$ cat src/sv/aes_pkg.sv
// AES-128 shared constants, types and byte-level functions.
package aes_pkg;

  localparam int NUM_ROUNDS = 10;
  localparam int RK_DEPTH   = 22;
  localparam int RK_AW      = 5;
  localparam int RND_W      = 4;

  localparam logic OP_ENC = 1'b0;
  localparam logic OP_DEC = 1'b1;

  localparam logic CFG_KEY_HIGH = 1'b0;
  localparam logic CFG_KEY_LOW  = 1'b1;

  typedef logic [127:0] blk_t;

  // controller -> datapath
  typedef struct packed {
    logic             load;     // take input block, add initial round key (key 0 encrypt, key 10 decrypt)
    logic             round;    // one cipher round
    logic             last;     // final round (no mix columns)
    logic             op;       // OP_ENC / OP_DEC
    logic [RND_W-1:0] rnd;      // round key index to apply
  } dp_cmd_t;

  // key schedule -> controller
  typedef struct packed {
    logic             start;
    logic             busy;
  } ks_stat_t;

  localparam logic [7:0] SBOX [256] = '{
    8'h63,8'h7c,8'h77,8'h7b,8'hf2,8'h6b,8'h6f,8'hc5,8'h30,8'h01,8'h67,8'h2b,8'hfe,8'hd7,8'hab,8'h76,
    8'hca,8'h82,8'hc9,8'h7d,8'hfa,8'h59,8'h47,8'hf0,8'had,8'hd4,8'ha2,8'haf,8'h9c,8'ha4,8'h72,8'hc0,
    8'hb7,8'hfd,8'h93,8'h26,8'h36,8'h3f,8'hf7,8'hcc,8'h34,8'ha5,8'he5,8'hf1,8'h71,8'hd8,8'h31,8'h15,
    8'h04,8'hc7,8'h23,8'hc3,8'h18,8'h96,8'h05,8'h9a,8'h07,8'h12,8'h80,8'he2,8'heb,8'h27,8'hb2,8'h75,
    8'h09,8'h83,8'h2c,8'h1a,8'h1b,8'h6e,8'h5a,8'ha0,8'h52,8'h3b,8'hd6,8'hb3,8'h29,8'he3,8'h2f,8'h84,
    8'h53,8'hd1,8'h00,8'hed,8'h20,8'hfc,8'hb1,8'h5b,8'h6a,8'hcb,8'hbe,8'h39,8'h4a,8'h4c,8'h58,8'hcf,
    8'hd0,8'hef,8'haa,8'hfb,8'h43,8'h4d,8'h33,8'h85,8'h45,8'hf9,8'h02,8'h7f,8'h50,8'h3c,8'h9f,8'ha8,
    8'h51,8'ha3,8'h40,8'h8f,8'h92,8'h9d,8'h38,8'hf5,8'hbc,8'hb6,8'hda,8'h21,8'h10,8'hff,8'hf3,8'hd2,
    8'hcd,8'h0c,8'h13,8'hec,8'h5f,8'h97,8'h44,8'h17,8'hc4,8'ha7,8'h7e,8'h3d,8'h64,8'h5d,8'h19,8'h73,
    8'h60,8'h81,8'h4f,8'hdc,8'h22,8'h2a,8'h90,8'h88,8'h46,8'hee,8'hb8,8'h14,8'hde,8'h5e,8'h0b,8'hdb,
    8'he0,8'h32,8'h3a,8'h0a,8'h49,8'h06,8'h24,8'h5c,8'hc2,8'hd3,8'hac,8'h62,8'h91,8'h95,8'he4,8'h79,
    8'he7,8'hc8,8'h37,8'h6d,8'h8d,8'hd5,8'h4e,8'ha9,8'h6c,8'h56,8'hf4,8'hea,8'h65,8'h7a,8'hae,8'h08,
    8'hba,8'h78,8'h25,8'h2e,8'h1c,8'ha6,8'hb4,8'hc6,8'he8,8'hdd,8'h74,8'h1f,8'h4b,8'hbd,8'h8b,8'h8a,
    8'h70,8'h3e,8'hb5,8'h66,8'h48,8'h03,8'hf6,8'h0e,8'h61,8'h35,8'h57,8'hb9,8'h86,8'hc1,8'h1d,8'h9e,
    8'he1,8'hf8,8'h98,8'h11,8'h69,8'hd9,8'h8e,8'h94,8'h9b,8'h1e,8'h87,8'he9,8'hce,8'h55,8'h28,8'hdf,
    8'h8c,8'ha1,8'h89,8'h0d,8'hbf,8'he6,8'h42,8'h68,8'h41,8'h99,8'h2d,8'h0f,8'hb0,8'h54,8'hbb,8'h16
  };

  localparam logic [7:0] INV_SBOX [256] = '{
    8'h52,8'h09,8'h6a,8'hd5,8'h30,8'h36,8'ha5,8'h38,8'hbf,8'h40,8'ha3,8'h9e,8'h81,8'hf3,8'hd7,8'hfb,
    8'h7c,8'he3,8'h39,8'h82,8'h9b,8'h2f,8'hff,8'h87,8'h34,8'h8e,8'h43,8'h44,8'hc4,8'hde,8'he9,8'hcb,
    8'h54,8'h7b,8'h94,8'h32,8'ha6,8'hc2,8'h23,8'h3d,8'hee,8'h4c,8'h95,8'h0b,8'h42,8'hfa,8'hc3,8'h4e,
    8'h08,8'h2e,8'ha1,8'h66,8'h28,8'hd9,8'h24,8'hb2,8'h76,8'h5b,8'ha2,8'h49,8'h6d,8'h8b,8'hd1,8'h25,
    8'h72,8'hf8,8'hf6,8'h64,8'h86,8'h68,8'h98,8'h16,8'hd4,8'ha4,8'h5c,8'hcc,8'h5d,8'h65,8'hb6,8'h92,
    8'h6c,8'h70,8'h48,8'h50,8'hfd,8'hed,8'hb9,8'hda,8'h5e,8'h15,8'h46,8'h57,8'ha7,8'h8d,8'h9d,8'h84,
    8'h90,8'hd8,8'hab,8'h00,8'h8c,8'hbc,8'hd3,8'h0a,8'hf7,8'he4,8'h58,8'h05,8'hb8,8'hb3,8'h45,8'h06,
    8'hd0,8'h2c,8'h1e,8'h8f,8'hca,8'h3f,8'h0f,8'h02,8'hc1,8'haf,8'hbd,8'h03,8'h01,8'h13,8'h8a,8'h6b,
    8'h3a,8'h91,8'h11,8'h41,8'h4f,8'h67,8'hdc,8'hea,8'h97,8'hf2,8'hcf,8'hce,8'hf0,8'hb4,8'he6,8'h73,
    8'h96,8'hac,8'h74,8'h22,8'he7,8'had,8'h35,8'h85,8'he2,8'hf9,8'h37,8'he8,8'h1c,8'h75,8'hdf,8'h6e,
    8'h47,8'hf1,8'h1a,8'h71,8'h1d,8'h29,8'hc5,8'h89,8'h6f,8'hb7,8'h62,8'h0e,8'haa,8'h18,8'hbe,8'h1b,
    8'hfc,8'h56,8'h3e,8'h4b,8'hc6,8'hd2,8'h79,8'h20,8'h9a,8'hdb,8'hc0,8'hfe,8'h78,8'hcd,8'h5a,8'hf4,
    8'h1f,8'hdd,8'ha8,8'h33,8'h88,8'h07,8'hc7,8'h31,8'hb1,8'h12,8'h10,8'h59,8'h27,8'h80,8'hec,8'h5f,
    8'h60,8'h51,8'h7f,8'ha9,8'h19,8'hb5,8'h4a,8'h0d,8'h2d,8'he5,8'h7a,8'h9f,8'h93,8'hc9,8'h9c,8'hef,
    8'ha0,8'he0,8'h3b,8'h4d,8'hae,8'h2a,8'hf5,8'hb0,8'hc8,8'heb,8'hbb,8'h3c,8'h83,8'h53,8'h99,8'h61,
    8'h17,8'h2b,8'h04,8'h7e,8'hba,8'h77,8'hd6,8'h26,8'he1,8'h69,8'h14,8'h63,8'h55,8'h21,8'h0c,8'h7d
  };

  localparam logic [7:0] RCON [NUM_ROUNDS] = '{
    8'h01,8'h02,8'h04,8'h08,8'h10,8'h20,8'h40,8'h80,8'h1b,8'h36
  };

  // byte i of a 128-bit block sits at bits [127-8i -: 8]
  function automatic logic [7:0] get_byte(input blk_t b, input int i);
    get_byte = b[127-8*i -: 8];
  endfunction

  function automatic logic [7:0] xtime(input logic [7:0] b);
    xtime = {b[6:0], 1'b0} ^ (b[7] ? 8'h1b : 8'h00);
  endfunction

  function automatic logic [7:0] gmul(input logic [3:0] a, input logic [7:0] b);
    logic [7:0] res;
    logic [7:0] t;
    res = 8'h00;
    t = b;
    for (int i = 0; i < 4; i++) begin
      if (a[i]) res = res ^ t;
      t = xtime(t);
    end
    gmul = res;
  endfunction

endpackage

$ cat src/sv/aes_key_sched.sv
// AES-128 key expansion: one round key per cycle into a 22-word store.
module aes_key_sched (
  input  logic                  clk,
  input  logic                  rst_n,
  input  logic                  cfg_we,
  input  logic                  cfg_addr,
  input  logic [63:0]           cfg_data,
  input  logic [aes_pkg::RND_W-1:0] rd_rnd,
  output aes_pkg::blk_t         rd_key,
  output aes_pkg::ks_stat_t     ks_stat
);
  import aes_pkg::*;

  logic [63:0]      key_high_r, key_high_nxt;
  logic [63:0]      key_low_r, key_low_nxt;
  blk_t             prev_r;
  logic [RND_W-1:0] cnt_r;
  logic             busy_r;
  logic             start_r;
  logic [63:0]      mem_hi [NUM_ROUNDS+1];
  logic [63:0]      mem_lo [NUM_ROUNDS+1];
  blk_t             next_key;
  blk_t             wr_key;
  logic [31:0]      w [4];
  logic [31:0]      t;
  logic [31:0]      pw;

  always_comb begin
    key_high_nxt = key_high_r;
    key_low_nxt  = key_low_r;
    if (cfg_we && cfg_addr == CFG_KEY_HIGH) key_high_nxt = cfg_data;
    if (cfg_we && cfg_addr == CFG_KEY_LOW)  key_low_nxt  = cfg_data;
  end

  // next round key: word 0 from last word of previous key, words 1-3 chained
  always_comb begin
    pw = prev_r[31:0];
    t = {SBOX[pw[23:16]] ^ RCON[cnt_r - 4'd1], SBOX[pw[15:8]], SBOX[pw[7:0]],
         SBOX[pw[31:24]]};
    w[0] = prev_r[127:96] ^ t;
    w[1] = prev_r[95:64] ^ w[0];
    w[2] = prev_r[63:32] ^ w[1];
    w[3] = prev_r[31:0] ^ w[2];
    next_key = {w[0], w[1], w[2], w[3]};
    wr_key = (cnt_r == '0) ? prev_r : next_key;
  end

  always_ff @(posedge clk) begin
    if (!rst_n) begin
      key_high_r <= '0;
      key_low_r  <= '0;
      busy_r     <= 1'b0;
      start_r    <= 1'b0;
      cnt_r      <= '0;
    end else begin
      key_high_r <= key_high_nxt;
      key_low_r  <= key_low_nxt;
      start_r    <= cfg_we;
      if (start_r) begin
        busy_r <= 1'b1;
        cnt_r  <= '0;
      end else if (busy_r) begin
        if (cnt_r == RND_W'(NUM_ROUNDS)) busy_r <= 1'b0;
        cnt_r <= cnt_r + 4'd1;
      end
    end
  end

  always_ff @(posedge clk) begin
    if (start_r) begin
      prev_r <= {key_high_r, key_low_r};
    end else if (busy_r) begin
      prev_r <= wr_key;
      mem_hi[cnt_r] <= wr_key[127:64];
      mem_lo[cnt_r] <= wr_key[63:0];
    end
  end

  assign rd_key = {mem_hi[rd_rnd], mem_lo[rd_rnd]};
  assign ks_stat.start = start_r;
  assign ks_stat.busy  = busy_r;

endmodule

$ cat config.mk
export PLATFORM = sky130hd
export DESIGN_NAME = aes_key_sched
export DESIGN_NICKNAME = d
export VERILOG_FILES = /design/src/sv/aes_pkg.sv /design/src/sv/aes_key_sched.sv
export SDC_FILE = /design/constraint.sdc
export NUM_CORES = 2
export LEC_CHECK = 0
export ABC_CLOCK_PERIOD_IN_PS = 4840
export BUFFER_PORTS_ARGS = -buffer_cell sky130_fd_sc_hd__buf_4
export CORE_MARGIN = 3
export CORE_UTILIZATION = 57
export CTS_CLUSTER_DIAMETER = 30
export DETAILED_ROUTE_END_ITERATION = 12
export GPL_TIMING_DRIVEN = 0
export PLACE_DENSITY = 0.77
export SYNTH_ARGS = -nofsm -noshare
export SYNTH_HDL_FRONTEND = slang
export SYNTH_SLANG_ARGS = --single-unit
$ cat constraint.sdc
create_clock -name clk -period 4.84 [get_ports clk]
set_input_delay 0.484 -clock clk [delete_from_list [all_inputs] [get_ports clk]]
set_output_delay 0.484 -clock clk [all_outputs]
set_load 0.02 [all_outputs]
==> results of run 1 <==
## per-stage QoR
step	setup TNS (ns)	utilization, %	instance area, um2
after floorplan	0	-	81400
after global placement	-7086.08	60.2	85200
after detailed placement	-2096.37	60.8	86100
after CTS	-0.0292	70.3	99500
## routing by layer
layer | overflow | global-route usage, %
met5 | 8 | 47.2
met3 | 86 | 69.9
met2 | 194 | 90.4
met4 | 148 | 65.6
met1 | 57 | 81.3
## what timing repair did
action                                   CTS
endpoints found under the setup margin  1561
endpoints found under the hold margin    106
hold buffers                              59
pin swaps                                 25
resized for setup                        366
buffers inserted                          43
## synthesized netlist by cell type (all sizes together), types with 15 or more instances
cell / number / area [um2]
or3: 27 / 169
nor4: 18 / 128
nor3b: 17 / 128
inv: 50 / 188
o31ai: 23 / 173
mux2i: 64 / 644
clkbuf: 254 / 953
nand3: 94 / 470
a21o: 25 / 188
nand2b: 119 / 747
xnor2: 138 / 1220
a32oi: 18 / 173
nand2: 526 / 1970
xor2: 58 / 508
mux4: 412 / 9280
a311oi: 41 / 365
and3: 26 / 163
ha: 63 / 788
dfxtp: 134 / 2680
a21oi: 166 / 835
a211oi: 58 / 445
nor2b: 105 / 657
and2: 57 / 357
edfxtp: 1536 / 46100
a31oi: 62 / 388
o2111ai: 20 / 175
nor2: 215 / 807
o32ai: 17 / 164
nand3b: 15 / 113
nor3: 114 / 571
or2: 33 / 206
a221oi: 34 / 304
o21a: 19 / 143
a2111oi: 21 / 190
o211ai: 33 / 248
o21ai: 199 / 996
o311ai: 42 / 375
o22ai: 20 / 125
a21boi: 134 / 1010
mux2: 247 / 2780
o311a: 17 / 170
o221ai: 22 / 193
buf: 224 / 1120
## logic make-up after synthesis
group / Yosys count
adder cells (fa/ha/maj): 64
AND/OR/NAND/NOR: 1420
AO/OA/AOI/OAI: 1090
flip-flops: 1670
XOR/XNOR: 212
multiplexers: 723
buffers and inverters: 534
==> summary.md, run 1 <==
| Metric | Value |
|---|---|
| Post-Syn Nets | 5,849 |
| Dpl cells | 7,833 |
| Outcome | did not finish |
| Unique masters post-synth | 103 |
| Post-synthesis mux area share | 15.6% |
| Vias in the first global route | 83,458 |
| H-tree levels | 5 |
| Place WS | -2.41 ns |
| Seq cells post-synth | 1,670 |
| Die X-Extent | 384 um |
| Die Y | 384 um |
| Top Ports | 202 |
| Total grt overflow | 493 |
| Share of flip-flops with an asynchronous set or reset | 0% |
| Synth Area per Inst | 14.2 um2 |
| Error msg | [ERROR GRT-0116] Global routing finished with congestion. Check the congestion regions in the DRC Viewer. |
| Initial Util | 57.5% |
| Seq/Total Area, Yosys | 60.0% |
| Mapped cell area | 81,400 um2 |
| Post-synth EDFFs | 1,536 |
| Xor-xnor portion of the synthesized cell area | 2.57% |
| Worst-case clock buffer depth | 4 |
| Clk root buf | clkbuf_16 |
| Synth Area in Compound Gates | 9.52% |
| Prevailing post-synth register cell | edfxtp_1 |
| First-pass GRT wire length | 788,000 um |
| Simple-gate share of the synthesized area | 8.51% |
| Clock sink count | 1,670 |
| Synth warn | 0 |
| Gate Count Post-Synth | 5,713 |
| Largest family of logic cells by synthesized area | multiplexers |
| Num CTS Buffers | 309 |
| Rows | 138 |
| Largest net degree at the start of global routing | 64 |
| Input/output buffers | 196 |
| GPL Wtd Cong | 1.11 |
| All-Layer GR Usage | 78.3% |
| Post-DP HPWL | 255,000 um |
| Halt Stage | global routing |
| Synth Area in Adders | 0.993% |
==> run 2, diff against run 1 <==
ABC_CLOCK_PERIOD_IN_PS = 6300   (was 4840)
CORE_UTILIZATION = 40   (was 57)
CTS_CLUSTER_DIAMETER = unset   (was 30)
PLACE_DENSITY = unset   (was 0.77)
PLACE_DENSITY_LB_ADDON = 0.15   (was unset)
clock period = 6.3 ns   (was 4.84 ns; I/O delays follow)
==> run 2 against run 1 <==
Net effect: the flow now finishes, with violations (setup timing); synthesized cell count unchanged; area after synthesis stayed put.
==> summary.md, run 2 <==
| Metric | Value |
|---|---|
| Outcome | finished with violations |
| Failing checks | setup timing |
| Seq/Total Area, Yosys | 60.0% |
| Most numerous cell in the Yosys netlist | edfxtp_1 |
| Top Ports | 202 |
| Max-Slew Margin vs Limit | 7.28% |
| Initial antenna violation count | 29 |
| Prevailing post-synth register cell | edfxtp_1 |
| F_max | 158 MHz |
| Vias | 57,594 |
| Slew @ Worst Pin | 1.39 ns |
| Seq cells post-synth | 1,670 |
| TritonCTS clock tree | done |
| Reg clk slew, reported paths | 0.06 ns |
| Worst setup path end | prev_r[25]$_DFFE_PP_ |
| First-pass GRT wire length | 467,000 um |
| Crit path buffers/inverters | 5 |
| Reg2reg setup slack | -0.02 ns |
| Final critical-path share of the clock period | 100% |
| HP Class | in2reg |
| Nets | 6,289 |
| DRT antenna net count | 0 |
| Rows | 164 |
| Synth area leaders | edfxtp_1, mux4_2, mux2_2 |
| Biggest regs | mem_hi x704, mem_lo x704, prev_r x128 |
| Unique masters post-synth | 103 |
| Pins Over Slew Limit | 0 |
| Util after Layout | 46.7% |
| Cell repeated most along the worst path | buf_2 |
| Die area | 209,000 um2 |
| Final hold vios | 0 |
| Critical Path Max Stage Delay | 0.60 ns |
| Multi-input logic area | 31,000 um2 |
| Total grt overflow | 0 |
| Share of flip-flops with an asynchronous set or reset | 0% |
| Vias in the first global route | 56,389 |
| Worst r2r dst | prev_r[25]$_DFFE_PP_ |
| All-Layer GR Usage | 31.9% |
| Post-synth EDFFs | 1,536 |
| Initial DRT Pass Iterations | 11 |
| Crit path cell chain | buf_2 > buf_2 > buf_2 > inv_1 > ha_1 > clkbuf_2 > mux2i_2 > mux2i_1 > o211ai_1 > o211ai_1 > a211oi_4 > xnor3_1 > mux2i_2 > xnor2_2 > mux2_2 |
| 1st-iter DRT viols | 7,137 |
| Worst Setup SP | prev_r[16]$_DFFE_PP_ |
| Critical Path Source Type | flip-flop |
| Clk root buf | clkbuf_16 |
| Wirelength, routed | 341,000 um |
| Input/output buffers | 196 |
| Num CTS Buffers | 172 |
| Core ar. | 201,000 um2 |
| VDD IR max | 0.000268 V |
| Clock sink count | 1,670 |
| RSZ-0062 raised after global routing | false |
| Post-DP HPWL | 240,000 um |
| Register area | 48,800 um2 |
| Mapped cell area | 81,400 um2 |
| Setup ws final | -0.0190 ns |
| Synth warn | 0 |
| Clk Latency, worst-skew pair | 0.82 ns |
| Post-synth top cells | edfxtp_1, nand2_1, mux4_2, clkbuf_1, mux2_2 |
| Final Critical Period | 6.32 ns |
| # setup viols final | 1 |
| Crit-path leading delay family | buffers and inverters |
| Max-cap violation count | 0 |
| Crit path DAT | 6.88 ns |
| Power density over the cells | 345 nW/um2 |
| Die X-Extent | 457 um |
| Largest net degree at the start of global routing | 53 |
| Setup CP Type | reg2reg |
| R2R depth | 15 |
| Crit path max fanout | 12 |
| Initial Util | 40.5% |
| Critical path endpoint category | flip-flop |
| Post-Syn Nets | 5,849 |
| Die Y | 457 um |
| CP required | 6.86 ns |
| Critical path's slowest cell | ha_1 |
| GPL Wtd Cong | 1.02 |
| Via density | 6.43 |
| Commonest non-fill, non-tap cell in the layout | edfxtp_1 |
| Leak | 31.0 nW |
| Synth Area per Inst | 14.2 um2 |
| Final Hold Slack | 0.0762 ns |
| Area leader, netlist | edfxtp_1 |
| Min-delay src | cfg_data[33] |
| Commonest cells after routing, fill and taps aside | edfxtp_1, nand2_1, mux4_2 |
| Crit. path cell count | 15 |
| Layout cells sized above 1 | 24.1% |
| Place WS | -1.32 ns |
| Worst-case clock buffer depth | 3 |
| Worst clock skew | 0.0308 ns |
| DR DRC count | 0 |
| P&R area growth vs syn | 15.4% |
| WL per Instance | 38.0 um |
| H-tree levels | 4 |
| Yosys top cell area share | 56.7% |
| R2r startpoint | prev_r[16]$_DFFE_PP_ |
| Filler cells | 17,746 |
| Gate Count Post-Synth | 5,713 |
## run 2: worst reg2reg max path, stage by stage (launching register included)
cell and delay [ns]:
edfxtp_1 0.43, buf_2 0.34, buf_2 0.40, buf_2 0.41, inv_1 0.25, ha_1 0.60, clkbuf_2 0.42, mux2i_2 0.42
mux2i_1 0.13, o211ai_1 0.23, o211ai_1 0.23, a211oi_4 0.58, xnor3_1 0.48, mux2i_2 0.43, xnor2_2 0.35, mux2_2 0.38
## run 2: metal layers
layer	global-route usage, %	share of wire, %	vias up
met5	0	0.0076	-
met4	15.3	5.7	4
met3	6.00	8.1	783
met2	49.1	45	3194
met1	43.7	41	30296
li1	-	-	23317
## run 2: layout make-up
cell class | instances | share of cell area [%]
clock inverter | 91 | 0.957
antenna | 14 | 0.0373
timing repair buffer | 267 | 3.05
buffer | 477 | 2.22
multi-input combinational | 3509 | 33.0
sequential | 1670 | 52.0
tap | 2656 | 3.54
clock buffer | 220 | 4.99
inverter | 56 | 0.233
## run 2: timing repair
item / CTS / global route
buffers inserted: 8 / 7
gates resized for setup: 58 / 23
endpoints found under the setup margin: 942 / 226
endpoints found under the hold margin: 1 / 0
pin swaps: 5 / 3
hold buffers: 1 / 0
## run 2: worst min-delay path by stage
stage / slack (ns) / endpoint / depth (start not counted)
after detailed placement: 0.46 / key_high_r[62]$_SDFFE_PN0P_ / 2
after CTS: 0.03 / key_high_r[41]$_SDFFE_PN0P_ / 3
after global routing: 0.06 / key_high_r[33]$_SDFFE_PN0P_ / 3
final: 0.08 / key_high_r[33]$_SDFFE_PN0P_ / 3
after global placement: 0.45 / key_high_r[33]$_SDFFE_PN0P_ / 2
after floorplan: 0.44 / key_high_r[20]$_SDFFE_PN0P_ / 2
## run 2: report_power, final
group          total [mW]  leakage (nW)  switching (mW)  internal (mW)
clock                10.2          2.75            4.36           5.81
sequential           13.3          15.1           0.240           13.0
combinational        8.99          13.2            6.30           2.69
total                32.4          31.0            10.9           21.5
## run 2: kinds of logic (layout without fill, tap and decap cells)
logic type      after synthesis  in the layout  synth area share (%)
xor+xnor                    212            212                  2.57
fa+ha+maj                    64             64                 0.993
other cells                   0             14                     0
mux                         723            723                  15.6
simple gates               1420           1420                  8.51
buf+inv                     534           1111                  2.81
compound gates             1090           1090                  9.52
flops                      1670           1670                  60.0
## run 2: metrics by stage
step / cell area [um2] / total power [mW] / TNS (ns) / cells
after global placement: 86200 / 22.0 / -4141.83 / 8565
after CTS: 93600 / 32.2 / -0.0195 / 8938
after floorplan: 81400 / 18.0 / 0 / 5713
after detailed placement: 87500 / 21.9 / -362.77 / 8618
after global routing: 93900 / 33.2 / 0 / 8957
final: 93900 / 32.4 / -0.0190 / 8960
(Power assumes the default switching activity.)
