--- src/sv/aes_pkg.sv ---
// AES-128 shared constants, types and byte-level functions.
package aes_pkg;

  localparam int NUM_ROUNDS = 10;
  localparam int RK_DEPTH   = 22;
  localparam int RK_AW      = 5;
  localparam int RND_W      = 4;

  localparam logic OP_ENC = 1'b0;
  localparam logic OP_DEC = 1'b1;

  localparam logic CFG_KEY_HIGH = 1'b0;
  localparam logic CFG_KEY_LOW  = 1'b1;

  typedef logic [127:0] blk_t;

  // controller -> datapath
  typedef struct packed {
    logic             load;     // take input block, add initial round key (key 0 encrypt, key 10 decrypt)
    logic             round;    // one cipher round
    logic             last;     // final round (no mix columns)
    logic             op;       // OP_ENC / OP_DEC
    logic [RND_W-1:0] rnd;      // round key index to apply
  } dp_cmd_t;

  // key schedule -> controller
  typedef struct packed {
    logic             start;
    logic             busy;
  } ks_stat_t;

  localparam logic [7:0] SBOX [256] = '{
    8'h63,8'h7c,8'h77,8'h7b,8'hf2,8'h6b,8'h6f,8'hc5,8'h30,8'h01,8'h67,8'h2b,8'hfe,8'hd7,8'hab,8'h76,
    8'hca,8'h82,8'hc9,8'h7d,8'hfa,8'h59,8'h47,8'hf0,8'had,8'hd4,8'ha2,8'haf,8'h9c,8'ha4,8'h72,8'hc0,
    8'hb7,8'hfd,8'h93,8'h26,8'h36,8'h3f,8'hf7,8'hcc,8'h34,8'ha5,8'he5,8'hf1,8'h71,8'hd8,8'h31,8'h15,
    8'h04,8'hc7,8'h23,8'hc3,8'h18,8'h96,8'h05,8'h9a,8'h07,8'h12,8'h80,8'he2,8'heb,8'h27,8'hb2,8'h75,
    8'h09,8'h83,8'h2c,8'h1a,8'h1b,8'h6e,8'h5a,8'ha0,8'h52,8'h3b,8'hd6,8'hb3,8'h29,8'he3,8'h2f,8'h84,
    8'h53,8'hd1,8'h00,8'hed,8'h20,8'hfc,8'hb1,8'h5b,8'h6a,8'hcb,8'hbe,8'h39,8'h4a,8'h4c,8'h58,8'hcf,
    8'hd0,8'hef,8'haa,8'hfb,8'h43,8'h4d,8'h33,8'h85,8'h45,8'hf9,8'h02,8'h7f,8'h50,8'h3c,8'h9f,8'ha8,
    8'h51,8'ha3,8'h40,8'h8f,8'h92,8'h9d,8'h38,8'hf5,8'hbc,8'hb6,8'hda,8'h21,8'h10,8'hff,8'hf3,8'hd2,
    8'hcd,8'h0c,8'h13,8'hec,8'h5f,8'h97,8'h44,8'h17,8'hc4,8'ha7,8'h7e,8'h3d,8'h64,8'h5d,8'h19,8'h73,
    8'h60,8'h81,8'h4f,8'hdc,8'h22,8'h2a,8'h90,8'h88,8'h46,8'hee,8'hb8,8'h14,8'hde,8'h5e,8'h0b,8'hdb,
    8'he0,8'h32,8'h3a,8'h0a,8'h49,8'h06,8'h24,8'h5c,8'hc2,8'hd3,8'hac,8'h62,8'h91,8'h95,8'he4,8'h79,
    8'he7,8'hc8,8'h37,8'h6d,8'h8d,8'hd5,8'h4e,8'ha9,8'h6c,8'h56,8'hf4,8'hea,8'h65,8'h7a,8'hae,8'h08,
    8'hba,8'h78,8'h25,8'h2e,8'h1c,8'ha6,8'hb4,8'hc6,8'he8,8'hdd,8'h74,8'h1f,8'h4b,8'hbd,8'h8b,8'h8a,
    8'h70,8'h3e,8'hb5,8'h66,8'h48,8'h03,8'hf6,8'h0e,8'h61,8'h35,8'h57,8'hb9,8'h86,8'hc1,8'h1d,8'h9e,
    8'he1,8'hf8,8'h98,8'h11,8'h69,8'hd9,8'h8e,8'h94,8'h9b,8'h1e,8'h87,8'he9,8'hce,8'h55,8'h28,8'hdf,
    8'h8c,8'ha1,8'h89,8'h0d,8'hbf,8'he6,8'h42,8'h68,8'h41,8'h99,8'h2d,8'h0f,8'hb0,8'h54,8'hbb,8'h16
  };

  localparam logic [7:0] INV_SBOX [256] = '{
    8'h52,8'h09,8'h6a,8'hd5,8'h30,8'h36,8'ha5,8'h38,8'hbf,8'h40,8'ha3,8'h9e,8'h81,8'hf3,8'hd7,8'hfb,
    8'h7c,8'he3,8'h39,8'h82,8'h9b,8'h2f,8'hff,8'h87,8'h34,8'h8e,8'h43,8'h44,8'hc4,8'hde,8'he9,8'hcb,
    8'h54,8'h7b,8'h94,8'h32,8'ha6,8'hc2,8'h23,8'h3d,8'hee,8'h4c,8'h95,8'h0b,8'h42,8'hfa,8'hc3,8'h4e,
    8'h08,8'h2e,8'ha1,8'h66,8'h28,8'hd9,8'h24,8'hb2,8'h76,8'h5b,8'ha2,8'h49,8'h6d,8'h8b,8'hd1,8'h25,
    8'h72,8'hf8,8'hf6,8'h64,8'h86,8'h68,8'h98,8'h16,8'hd4,8'ha4,8'h5c,8'hcc,8'h5d,8'h65,8'hb6,8'h92,
    8'h6c,8'h70,8'h48,8'h50,8'hfd,8'hed,8'hb9,8'hda,8'h5e,8'h15,8'h46,8'h57,8'ha7,8'h8d,8'h9d,8'h84,
    8'h90,8'hd8,8'hab,8'h00,8'h8c,8'hbc,8'hd3,8'h0a,8'hf7,8'he4,8'h58,8'h05,8'hb8,8'hb3,8'h45,8'h06,
    8'hd0,8'h2c,8'h1e,8'h8f,8'hca,8'h3f,8'h0f,8'h02,8'hc1,8'haf,8'hbd,8'h03,8'h01,8'h13,8'h8a,8'h6b,
    8'h3a,8'h91,8'h11,8'h41,8'h4f,8'h67,8'hdc,8'hea,8'h97,8'hf2,8'hcf,8'hce,8'hf0,8'hb4,8'he6,8'h73,
    8'h96,8'hac,8'h74,8'h22,8'he7,8'had,8'h35,8'h85,8'he2,8'hf9,8'h37,8'he8,8'h1c,8'h75,8'hdf,8'h6e,
    8'h47,8'hf1,8'h1a,8'h71,8'h1d,8'h29,8'hc5,8'h89,8'h6f,8'hb7,8'h62,8'h0e,8'haa,8'h18,8'hbe,8'h1b,
    8'hfc,8'h56,8'h3e,8'h4b,8'hc6,8'hd2,8'h79,8'h20,8'h9a,8'hdb,8'hc0,8'hfe,8'h78,8'hcd,8'h5a,8'hf4,
    8'h1f,8'hdd,8'ha8,8'h33,8'h88,8'h07,8'hc7,8'h31,8'hb1,8'h12,8'h10,8'h59,8'h27,8'h80,8'hec,8'h5f,
    8'h60,8'h51,8'h7f,8'ha9,8'h19,8'hb5,8'h4a,8'h0d,8'h2d,8'he5,8'h7a,8'h9f,8'h93,8'hc9,8'h9c,8'hef,
    8'ha0,8'he0,8'h3b,8'h4d,8'hae,8'h2a,8'hf5,8'hb0,8'hc8,8'heb,8'hbb,8'h3c,8'h83,8'h53,8'h99,8'h61,
    8'h17,8'h2b,8'h04,8'h7e,8'hba,8'h77,8'hd6,8'h26,8'he1,8'h69,8'h14,8'h63,8'h55,8'h21,8'h0c,8'h7d
  };

  localparam logic [7:0] RCON [NUM_ROUNDS] = '{
    8'h01,8'h02,8'h04,8'h08,8'h10,8'h20,8'h40,8'h80,8'h1b,8'h36
  };

  // byte i of a 128-bit block sits at bits [127-8i -: 8]
  function automatic logic [7:0] get_byte(input blk_t b, input int i);
    get_byte = b[127-8*i -: 8];
  endfunction

  function automatic logic [7:0] xtime(input logic [7:0] b);
    xtime = {b[6:0], 1'b0} ^ (b[7] ? 8'h1b : 8'h00);
  endfunction

  function automatic logic [7:0] gmul(input logic [3:0] a, input logic [7:0] b);
    logic [7:0] res;
    logic [7:0] t;
    res = 8'h00;
    t = b;
    for (int i = 0; i < 4; i++) begin
      if (a[i]) res = res ^ t;
      t = xtime(t);
    end
    gmul = res;
  endfunction

endpackage

--- src/sv/aes_ctrl.sv ---
// AES-128 controller: handshakes, round counter, output register.
module aes_ctrl (
  input  logic                  clk,
  input  logic                  rst_n,
  input  logic                  in_fire,
  input  logic                  in_op,
  input  aes_pkg::ks_stat_t     ks_stat,
  input  logic                  out_tready,
  input  aes_pkg::blk_t         state,
  output logic                  in_tready,
  output logic                  out_tvalid,
  output aes_pkg::blk_t         out_blk,
  output aes_pkg::dp_cmd_t      cmd
);
  import aes_pkg::*;

  localparam logic [1:0] ST_IDLE = 2'd0;
  localparam logic [1:0] ST_RUN  = 2'd1;
  localparam logic [1:0] ST_DONE = 2'd2;

  logic [1:0]       st_r, st_nxt;
  logic [RND_W-1:0] cnt_r;
  logic             op_r;
  logic             ov_r;
  blk_t             ob_r;

  always_comb begin
    cmd.load  = in_fire;
    cmd.round = (st_r == ST_RUN);
    cmd.op    = in_fire ? in_op : op_r;
    cmd.last  = (cnt_r == RND_W'(NUM_ROUNDS));
    if (cmd.op == OP_DEC) cmd.rnd = in_fire ? RND_W'(NUM_ROUNDS) : RND_W'(NUM_ROUNDS) - cnt_r;
    else                  cmd.rnd = in_fire ? '0 : cnt_r;
    st_nxt = st_r;
    case (st_r)
      ST_IDLE: if (in_fire) st_nxt = ST_RUN;
      ST_RUN:  if (cmd.last) st_nxt = ST_DONE;
      ST_DONE: if (!ov_r || out_tready) st_nxt = ST_IDLE;
      default: st_nxt = ST_IDLE;
    endcase
  end

  assign in_tready  = (st_r == ST_IDLE) && !ks_stat.busy && !ks_stat.start;
  assign out_tvalid = ov_r;
  assign out_blk    = ob_r;

  always_ff @(posedge clk) begin
    if (!rst_n) begin
      st_r  <= ST_IDLE;
      cnt_r <= '0;
      ov_r  <= 1'b0;
    end else begin
      st_r <= st_nxt;
      if (in_fire) cnt_r <= RND_W'(1);
      else if (st_r == ST_RUN) cnt_r <= cnt_r + 4'd1;
      if (st_r == ST_DONE && (!ov_r || out_tready)) ov_r <= 1'b1;
      else if (out_tready) ov_r <= 1'b0;
    end
  end

  always_ff @(posedge clk) begin
    if (in_fire) op_r <= in_op;
    if (st_r == ST_DONE && (!ov_r || out_tready)) ob_r <= state;
  end

endmodule

--- config.mk ---
export PLATFORM = sky130hd
export DESIGN_NAME = aes_ctrl
export DESIGN_NICKNAME = d
export VERILOG_FILES = /design/src/sv/aes_pkg.sv /design/src/sv/aes_ctrl.sv
export SDC_FILE = /design/constraint.sdc
export NUM_CORES = 1
export LEC_CHECK = 0
export BUFFER_PORTS_ARGS = -buffer_cell sky130_fd_sc_hd__clkbuf_2
export CORE_MARGIN = 10
export CORE_UTILIZATION = 45
export DETAILED_ROUTE_END_ITERATION = 6
export PLACE_DENSITY = 0.95
export SLEW_MARGIN = 10
export SYNTH_ARGS = -nofsm -noshare
export SYNTH_HDL_FRONTEND = slang
export SYNTH_SLANG_ARGS = --single-unit
--- constraint.sdc ---
create_clock -name clk -period 11.3 [get_ports clk]
set_clock_uncertainty 0.15 [all_clocks]
set_input_delay 1.13 -clock clk [delete_from_list [all_inputs] [get_ports clk]]
set_output_delay 1.13 -clock clk [all_outputs]
set_load 0.1 [all_outputs]
==> reports/metrics.cfg, run 1 <==
[floorplan]
die_height_um=118
die-area_um2=13900
die_w_um=118
ios=273
rows=35
core-area_um2=9280
initial_core_util_pct=46.4

[critical_path]
path_cells=clkbuf_2, inv_1, nor2_1, a311oi_1, clkbuf_2
cp-end-kind=output pin
cp_max_fo=8
crit_path_frequent_cell=clkbuf_2
slowest_delay_ps=500
required_ps=10020
cp.arrival_ps=2190
startpoint_type=input pin
critPathSlowestCell=clkbuf_2
worstSetupPathType=input pin to output pin

[synth]
synth_nets=320
synth_xor_area_share_pct=0.610
ys_types=26
synth_simple_gate_area_share_pct=2.64
synthAdderAreaFrac_pct=0.871
synthMuxAreaShare_pct=0.493
synth_warnings=0
syn_avg_cell_area_um2=23.7
netlist_area_um2=4310
synth-compound-area-share_pct=1.71
synth_seq_cells=136
seq_area_frac_synth_pct=92.9
synth_top_family_by_area=simple AND/OR/NAND/NOR gates
synthCells=182

[drt]
ant_nets=0
wl_per_cell_um=21.6
wl_um=13300
drt_first_pass_iters=4
viasPerCell=4.65
drt_first_iter_violations=194
via_count=2859
drc=0

[clocking]
holdBufCountCts=0
cts.clk_slew.worst_paths_ps=60
ctsResizeCount=0
clock-sinks=136
clockBufferDepth=2
htree_levels=4
cts-root-buf=clkbuf_8
cts_made_buffers=17
post_cts_buffers=0
cts_tree=yes
clk_latency_ps=500

[layout]
n_fill_cell=626
layoutNonFillerInstCount=615
drive_gt1_share_pct=63.8
nNetsFinal=611
most-common-layout-cells=clkbuf_2 (272), edfxtp_1 (128), clkbuf_16 (16)
final_common_cell=clkbuf_2
area_growth_pct=50.3
antennaDiodeCount=0

[place]
gp_congestion=0.856
place_inst=583
hpwl_um=10600
port_buffers=272

[grt]
antenna_found_initial=1
grt_max_degree=71
use_met3_pct=7.96
grtUsageMet1_pct=17.9
grt_util_met2_pct=35.2
grt_pass1_vias=3115
grt_usage_pct=18.7
top_usage_layer=met2
overflow=0
grt_first_pass_wirelength_um=19500

[sta]
setup_viol=0
tightest_slew_ps=850
fin_tns_setup_ps=0
rsz0062_at_grt=false
hold_slack_ps=365
fin_crit_ps=3470
final-hold-violation-count=0
slew_viol_final=0
maxSlewHeadroom_pct=43.3
fin_crit_sh_pct=30.7
max_freq_ghz=0.288

[run_status]
outcome=finished clean

[power_and_ir_drop]
p_sw_mw=0.234
p_seq_share_pct=46.5
power_frac_comb_pct=4.0
ir_worst_vdd_uv=89.3
p_leak_nw=2.79
switching_share_pct=19.7
powerDensity_nw_per_um2=184
p_int_mw=0.955
clock_power_share_pct=49.5

[hold_path]
hp-class=register to register

[flow_run]
max-cap-violations=0

==> sequential cells by signal (all words and copies together) (netlist names) <==
name and cells:
cnt_r 4, op_r 1, out_blk 128, out_tvalid 1, st_r 2
==> synth_stat cells <==
cell / number / share of area (%)
a2111oi_2: 1 / 0.35
a211oi_1: 2 / 0.35
a21oi_1: 4 / 0.46
a2bb2o_1: 1 / 0.23
a311oi_1: 1 / 0.20
and2_1: 1 / 0.15
and3b_1: 1 / 0.20
buf_4: 2 / 0.35
dfxtp_1: 8 / 3.7
edfxtp_1: 128 / 89
ha_1: 3 / 0.87
inv_1: 4 / 0.35
inv_2: 1 / 0.087
mux2_2: 1 / 0.26
mux2i_1: 1 / 0.23
nand2_1: 3 / 0.26
nand2b_1: 2 / 0.29
nand2b_2: 1 / 0.20
nand3_1: 1 / 0.12
nand3b_1: 1 / 0.17
nor2_1: 6 / 0.52
nor2b_1: 3 / 0.44
nor4_1: 1 / 0.15
o21ai_0: 1 / 0.12
or3_1: 1 / 0.15
xnor2_1: 3 / 0.61
==> routing by layer <==
metal,up-vias,wire length (um)
met3,22,1160
met5,-,13
met4,2,255
li1,1294,-
met2,171,7500
met1,1370,4340
==> power groups by stage <==
stage               combinational (mW)  clock [mW]  sequential (mW)
finish                          0.0475       0.588            0.553
detailed placement              0.0476           0            0.564
global route                    0.0511       0.624            0.553
global placement                0.0449           0            0.564
floorplan                       0.0213           0            0.564
CTS                             0.0480       0.599            0.553
==> logic make-up (layout without fill, tap and decap cells) <==
family                     count (synthesis)  count (layout)
DFF                                      136             136
buffers and inverters                      7             311
AOI/OAI and AO/OA                         10              10
muxes                                      2               2
and+or+nand+nor                           21              21
adders and majority gates                  3               3
xor gates and xnor gates                   3               3
==> area by class of cell <==
type | count | area (um2) | area share, %
Clock inverter | 14 | 219 | 3.38
Timing Repair Buffer | 274 | 1380 | 21.2
Sequential cell | 136 | 4000 | 61.8
Tap cell | 129 | 161 | 2.49
Clock buffer | 18 | 418 | 6.45
Inverter | 5 | 18.8 | 0.290
Multi-Input combinational cell | 39 | 280 | 4.33
==> through the flow <==
step | power [mW] | setup slack [ps] | area [um2] | utilization (%)
final | 1.19 | 7830 | 6480 | 69.8
after global routing | 1.23 | 7740 | 6480 | 69.8
after CTS | 1.20 | 7840 | 6480 | 69.8
after detailed placement | 0.612 | 7840 | 5840 | 62.9
after global placement | 0.609 | 7860 | 5840 | 62.9
after floorplan | 0.585 | 3630 | 4310 | -
==> critical path, delay by kind of cell <==
| family | cells | cell delay (ps) |
|---|---|---|
| and+or+nand+nor | 1 | 80 |
| AOI/OAI and AO/OA | 1 | 200 |
| buffers and inverters | 3 | 770 |
==> worst paths after layout <==
| path | from | endpoint | slack [ps] | cells past startpoint |
|---|---|---|---|---|
| setup / recovery | in_fire | cmd[3] | 7830 | 5 |
| hold / removal | st_r[1] | st_r[0] | 370 | 1 |
| setup reg to reg | st_r[0] | out_blk[45] | 9330 | 3 |
| hold reg to reg | st_r[1] | st_r[0] | 370 | 1 |
Power figures use the tool's default switching activity.
==> run 2: changes to the inputs <==
--- a/config.mk
+++ b/config.mk
@@ -7,9 +7,9 @@
 export LEC_CHECK = 0
 export BUFFER_PORTS_ARGS = -buffer_cell sky130_fd_sc_hd__clkbuf_2
 export CORE_MARGIN = 10
-export CORE_UTILIZATION = 45
+export CORE_UTILIZATION = 38
 export DETAILED_ROUTE_END_ITERATION = 6
-export PLACE_DENSITY = 0.95
+export PLACE_DENSITY = 0.87
 export SLEW_MARGIN = 10
 export SYNTH_ARGS = -nofsm -noshare
 export SYNTH_HDL_FRONTEND = slang
==> constraint.sdc (replaced) <==
create_clock -name clk -period 3 [get_ports clk]
set_clock_uncertainty 0.15 [all_clocks]
set_input_delay 0.3 -clock clk [delete_from_list [all_inputs] [get_ports clk]]
set_output_delay 0.3 -clock clk [all_outputs]
set_load 0.1 [all_outputs]
==> reports/metrics.cfg, run 2 <==
[synth]
ys.flop_type=edfxtp_1
synth_area_leader_cell=edfxtp_1
ys_top_cells_by_count=edfxtp_1 (128), dfxtp_1 (8), nor2_1 (6), a21oi_1 (4), inv_1 (4)
ys_async_sr_fraction_pct=0
synth_warnings=0
seq_area_frac_synth_pct=92.9
ys_types=26
synth_seq_cells=136
synth.most_common_cell=edfxtp_1
synth_area_leaders=edfxtp_1 (89%), dfxtp_1 (3.7%), ha_1 (0.87%), xnor2_1 (0.61%), nor2_1 (0.52%)
synthCells=182
synth_top_area_share_pct=89.2
netlist_area_um2=4310
synth_nets=320
syn_avg_cell_area_um2=23.7
synth_enable_flop_cells=128

[clocking]
cts-root-buf=clkbuf_16
post_cts_buffers=0
cts_made_buffers=17
clock-sinks=136
htree_levels=4
ctsResizeCount=0
clockBufferDepth=2
holdBufCountCts=126

[place]
place_inst=594
port_buffers=272
post-place-ws_ps=1020
hpwl_um=11100
gp_congestion=0.872

[floorplan]
ios=273
die_w_um=127
initial_core_util_pct=39.2
rows=38
die_height_um=127

[run_status]
outcome=aborted with a tool error
error_message=[ERROR RSZ-0060] Max buffer count reached.
failing_step=clock tree synthesis (4_1_cts)

==> run 2: logic make-up after synthesis <==
logic type / after synthesis / share of synthesized area [%]
compound gates: 10 / 1.71
xor+xnor: 3 / 0.610
fa+ha+maj: 3 / 0.871
buf+inv: 7 / 0.783
flops: 136 / 92.9
mux: 2 / 0.493
simple gates: 21 / 2.64
==> run 2: through the flow <==
| step | TNS [ps] | util (%) | hold WS [ps] | cell area, um2 |
|---|---|---|---|---|
| after detailed placement | 0 | 53.6 | 329 | 5890 |
| after floorplan | -7880 | - | 249 | 4340 |
| after global placement | 0 | 53.6 | 327 | 5890 |
==> run 3: changes to the inputs <==
--- a/config.mk
+++ b/config.mk
@@ -7,9 +7,9 @@
 export LEC_CHECK = 0
 export BUFFER_PORTS_ARGS = -buffer_cell sky130_fd_sc_hd__clkbuf_2
 export CORE_MARGIN = 10
-export CORE_UTILIZATION = 38
+export CORE_UTILIZATION = 30
 export DETAILED_ROUTE_END_ITERATION = 6
-export PLACE_DENSITY = 0.87
+export PLACE_DENSITY_LB_ADDON = 0.15
 export SLEW_MARGIN = 10
 export SYNTH_ARGS = -nofsm -noshare
 export SYNTH_HDL_FRONTEND = slang
==> constraint.sdc (replaced) <==
create_clock -name clk -period 3.9 [get_ports clk]
set_clock_uncertainty 0.15 [all_clocks]
set_input_delay 0.39 -clock clk [delete_from_list [all_inputs] [get_ports clk]]
set_output_delay 0.39 -clock clk [all_outputs]
set_load 0.1 [all_outputs]
==> reports/metrics.cfg, run 3 (synthesized netlist as in run 1, its figures left out) <==
[run_status]
outcome=finished clean

[power_and_ir_drop]
switching_share_pct=19.9
ir_worst_vdd_uv=228
p_seq_share_pct=47.2
p_sw_mw=0.676
powerDensity_nw_per_um2=445
clock_power_share_pct=46.0
power_frac_comb_pct=6.8
p_int_mw=2.73
p_leak_nw=3.25

[layout]
area_growth_pct=77.3
utilization_pct=54.6
nNetsFinal=726
final_common_cell=clkbuf_2
most-common-layout-cells=clkbuf_2 (272), edfxtp_1 (128), dlygate4sd3_1 (115)
layoutNonFillerInstCount=781
largest_reg_flops=128
design_area_um2=7640
antennaDiodeCount=0
drive_gt1_share_pct=51.4

[hold_path]
hold_path_depth=1
hp-class=input pin to register
holdPathEnd=out_blk[93]
hold_start=state[93]

[clocking]
clockBufferDepth=2
ctsResizeCount=0
cts.clk_slew.worst_paths_ps=60
cts-root-buf=clkbuf_16
clk_latency_ps=410
clock-sinks=136
htree_levels=4
post_cts_buffers=0
cts_made_buffers=17
holdBufCountCts=111
cts_tree=yes

[floorplan]
core-area_um2=14000
die_height_um=140
initial_core_util_pct=30.8
rows=43
ios=273
die-area_um2=19600
die_w_um=140

[drt]
ant_nets=0
wl_met1_um=5240
met2_wirelength_um=7280
drt_first_iter_violations=113
viasPerCell=4.15
drc=0
via_count=3239
wl_um=14100
highest_layer=met4
drt_first_pass_iters=4
wl_met3_um=1410
wl_per_cell_um=18.1

[grt]
grt_first_pass_wirelength_um=20900
grt_max_degree=68
grt_usage_pct=13.9
overflow=0
antenna_found_initial=0
grt_pass1_vias=3610

[critical_path]
path_cells=inv_1, ha_1, mux2i_1, a21oi_1, clkbuf_2
worstRegToRegCells=3
worstSetupPathType=register to output pin
r2r-start=st_r[0]
critPathSlowestCell=clkbuf_2
required_ps=3360
startpoint_type=register
rr_endpoint=out_blk[7]
slowest_delay_ps=480
rrSetupSlack_ps=1940
cp_max_fo=6
cp.arrival_ps=1990
cp-end-kind=output pin

[sta]
fin_tns_setup_ps=0
slew_viol_final=0
max_freq_ghz=0.395
setup_viol=0
tightest_slew_ps=825
hold_slack_ps=18.4
rsz0062_at_grt=false
fin_crit_sh_pct=64.9
fin_crit_ps=2530
maxSlewHeadroom_pct=45.0
final-hold-violation-count=0

[place]
place_area_um2=5900
gp_congestion=0.809
hpwl_um=10500
place_inst=634
port_buffers=272

[flow_run]
max-cap-violations=0

-- run 3: per-stage QoR --
stage | setup WS [ps] | power, mW
finish | 1370 | 3.40
global route | 1220 | 3.54
CTS | 1350 | 3.45
detailed placement | 1800 | 1.77
global placement | 1860 | 1.77
floorplan | 83.8 | 1.70
-- run 3: critical path, delay by kind of cell, from the launching register on --
family,cells,cell delay (ps)
compound gates,1,150
fa+ha+maj,1,330
buf+inv,2,590
flops,1,440
mux,1,80
-- run 3: how the worst max path moves through the flow --
stage,from,endpoint
after floorplan,st_r[1],in_tready
after CTS,cnt_r[0],cmd[1]
after global routing,cnt_r[0],cmd[1]
after global placement,cnt_r[0],cmd[1]
final,cnt_r[0],cmd[1]
after detailed placement,cnt_r[0],cmd[1]
-- run 3: power groups by stage --
stage | logic, mW | clock network (mW) | registers, mW
after CTS | 0.230 | 1.61 | 1.60
after detailed placement | 0.138 | 0 | 1.63
after global routing | 0.250 | 1.68 | 1.60
final | 0.232 | 1.57 | 1.60
after floorplan | 0.0618 | 0 | 1.63
after global placement | 0.135 | 0 | 1.63
-- run 3: final cells by class --
class	count	area, um2
Tap cell	180	225
Inverter	5	18.8
Timing Repair Buffer	389	2530
Fill cell	1161	6350
Clock buffer	17	425
Clock inverter	15	160
Sequential cell	136	4000
Multi-Input combinational cell	39	280
-- run 3: metal layers --
layer,GRT usage [%],vias to the layer above
met5,0,-
met4,4.73,0
met3,7.28,10
met2,24.2,180
met1,13.9,1523
li1,-,1526
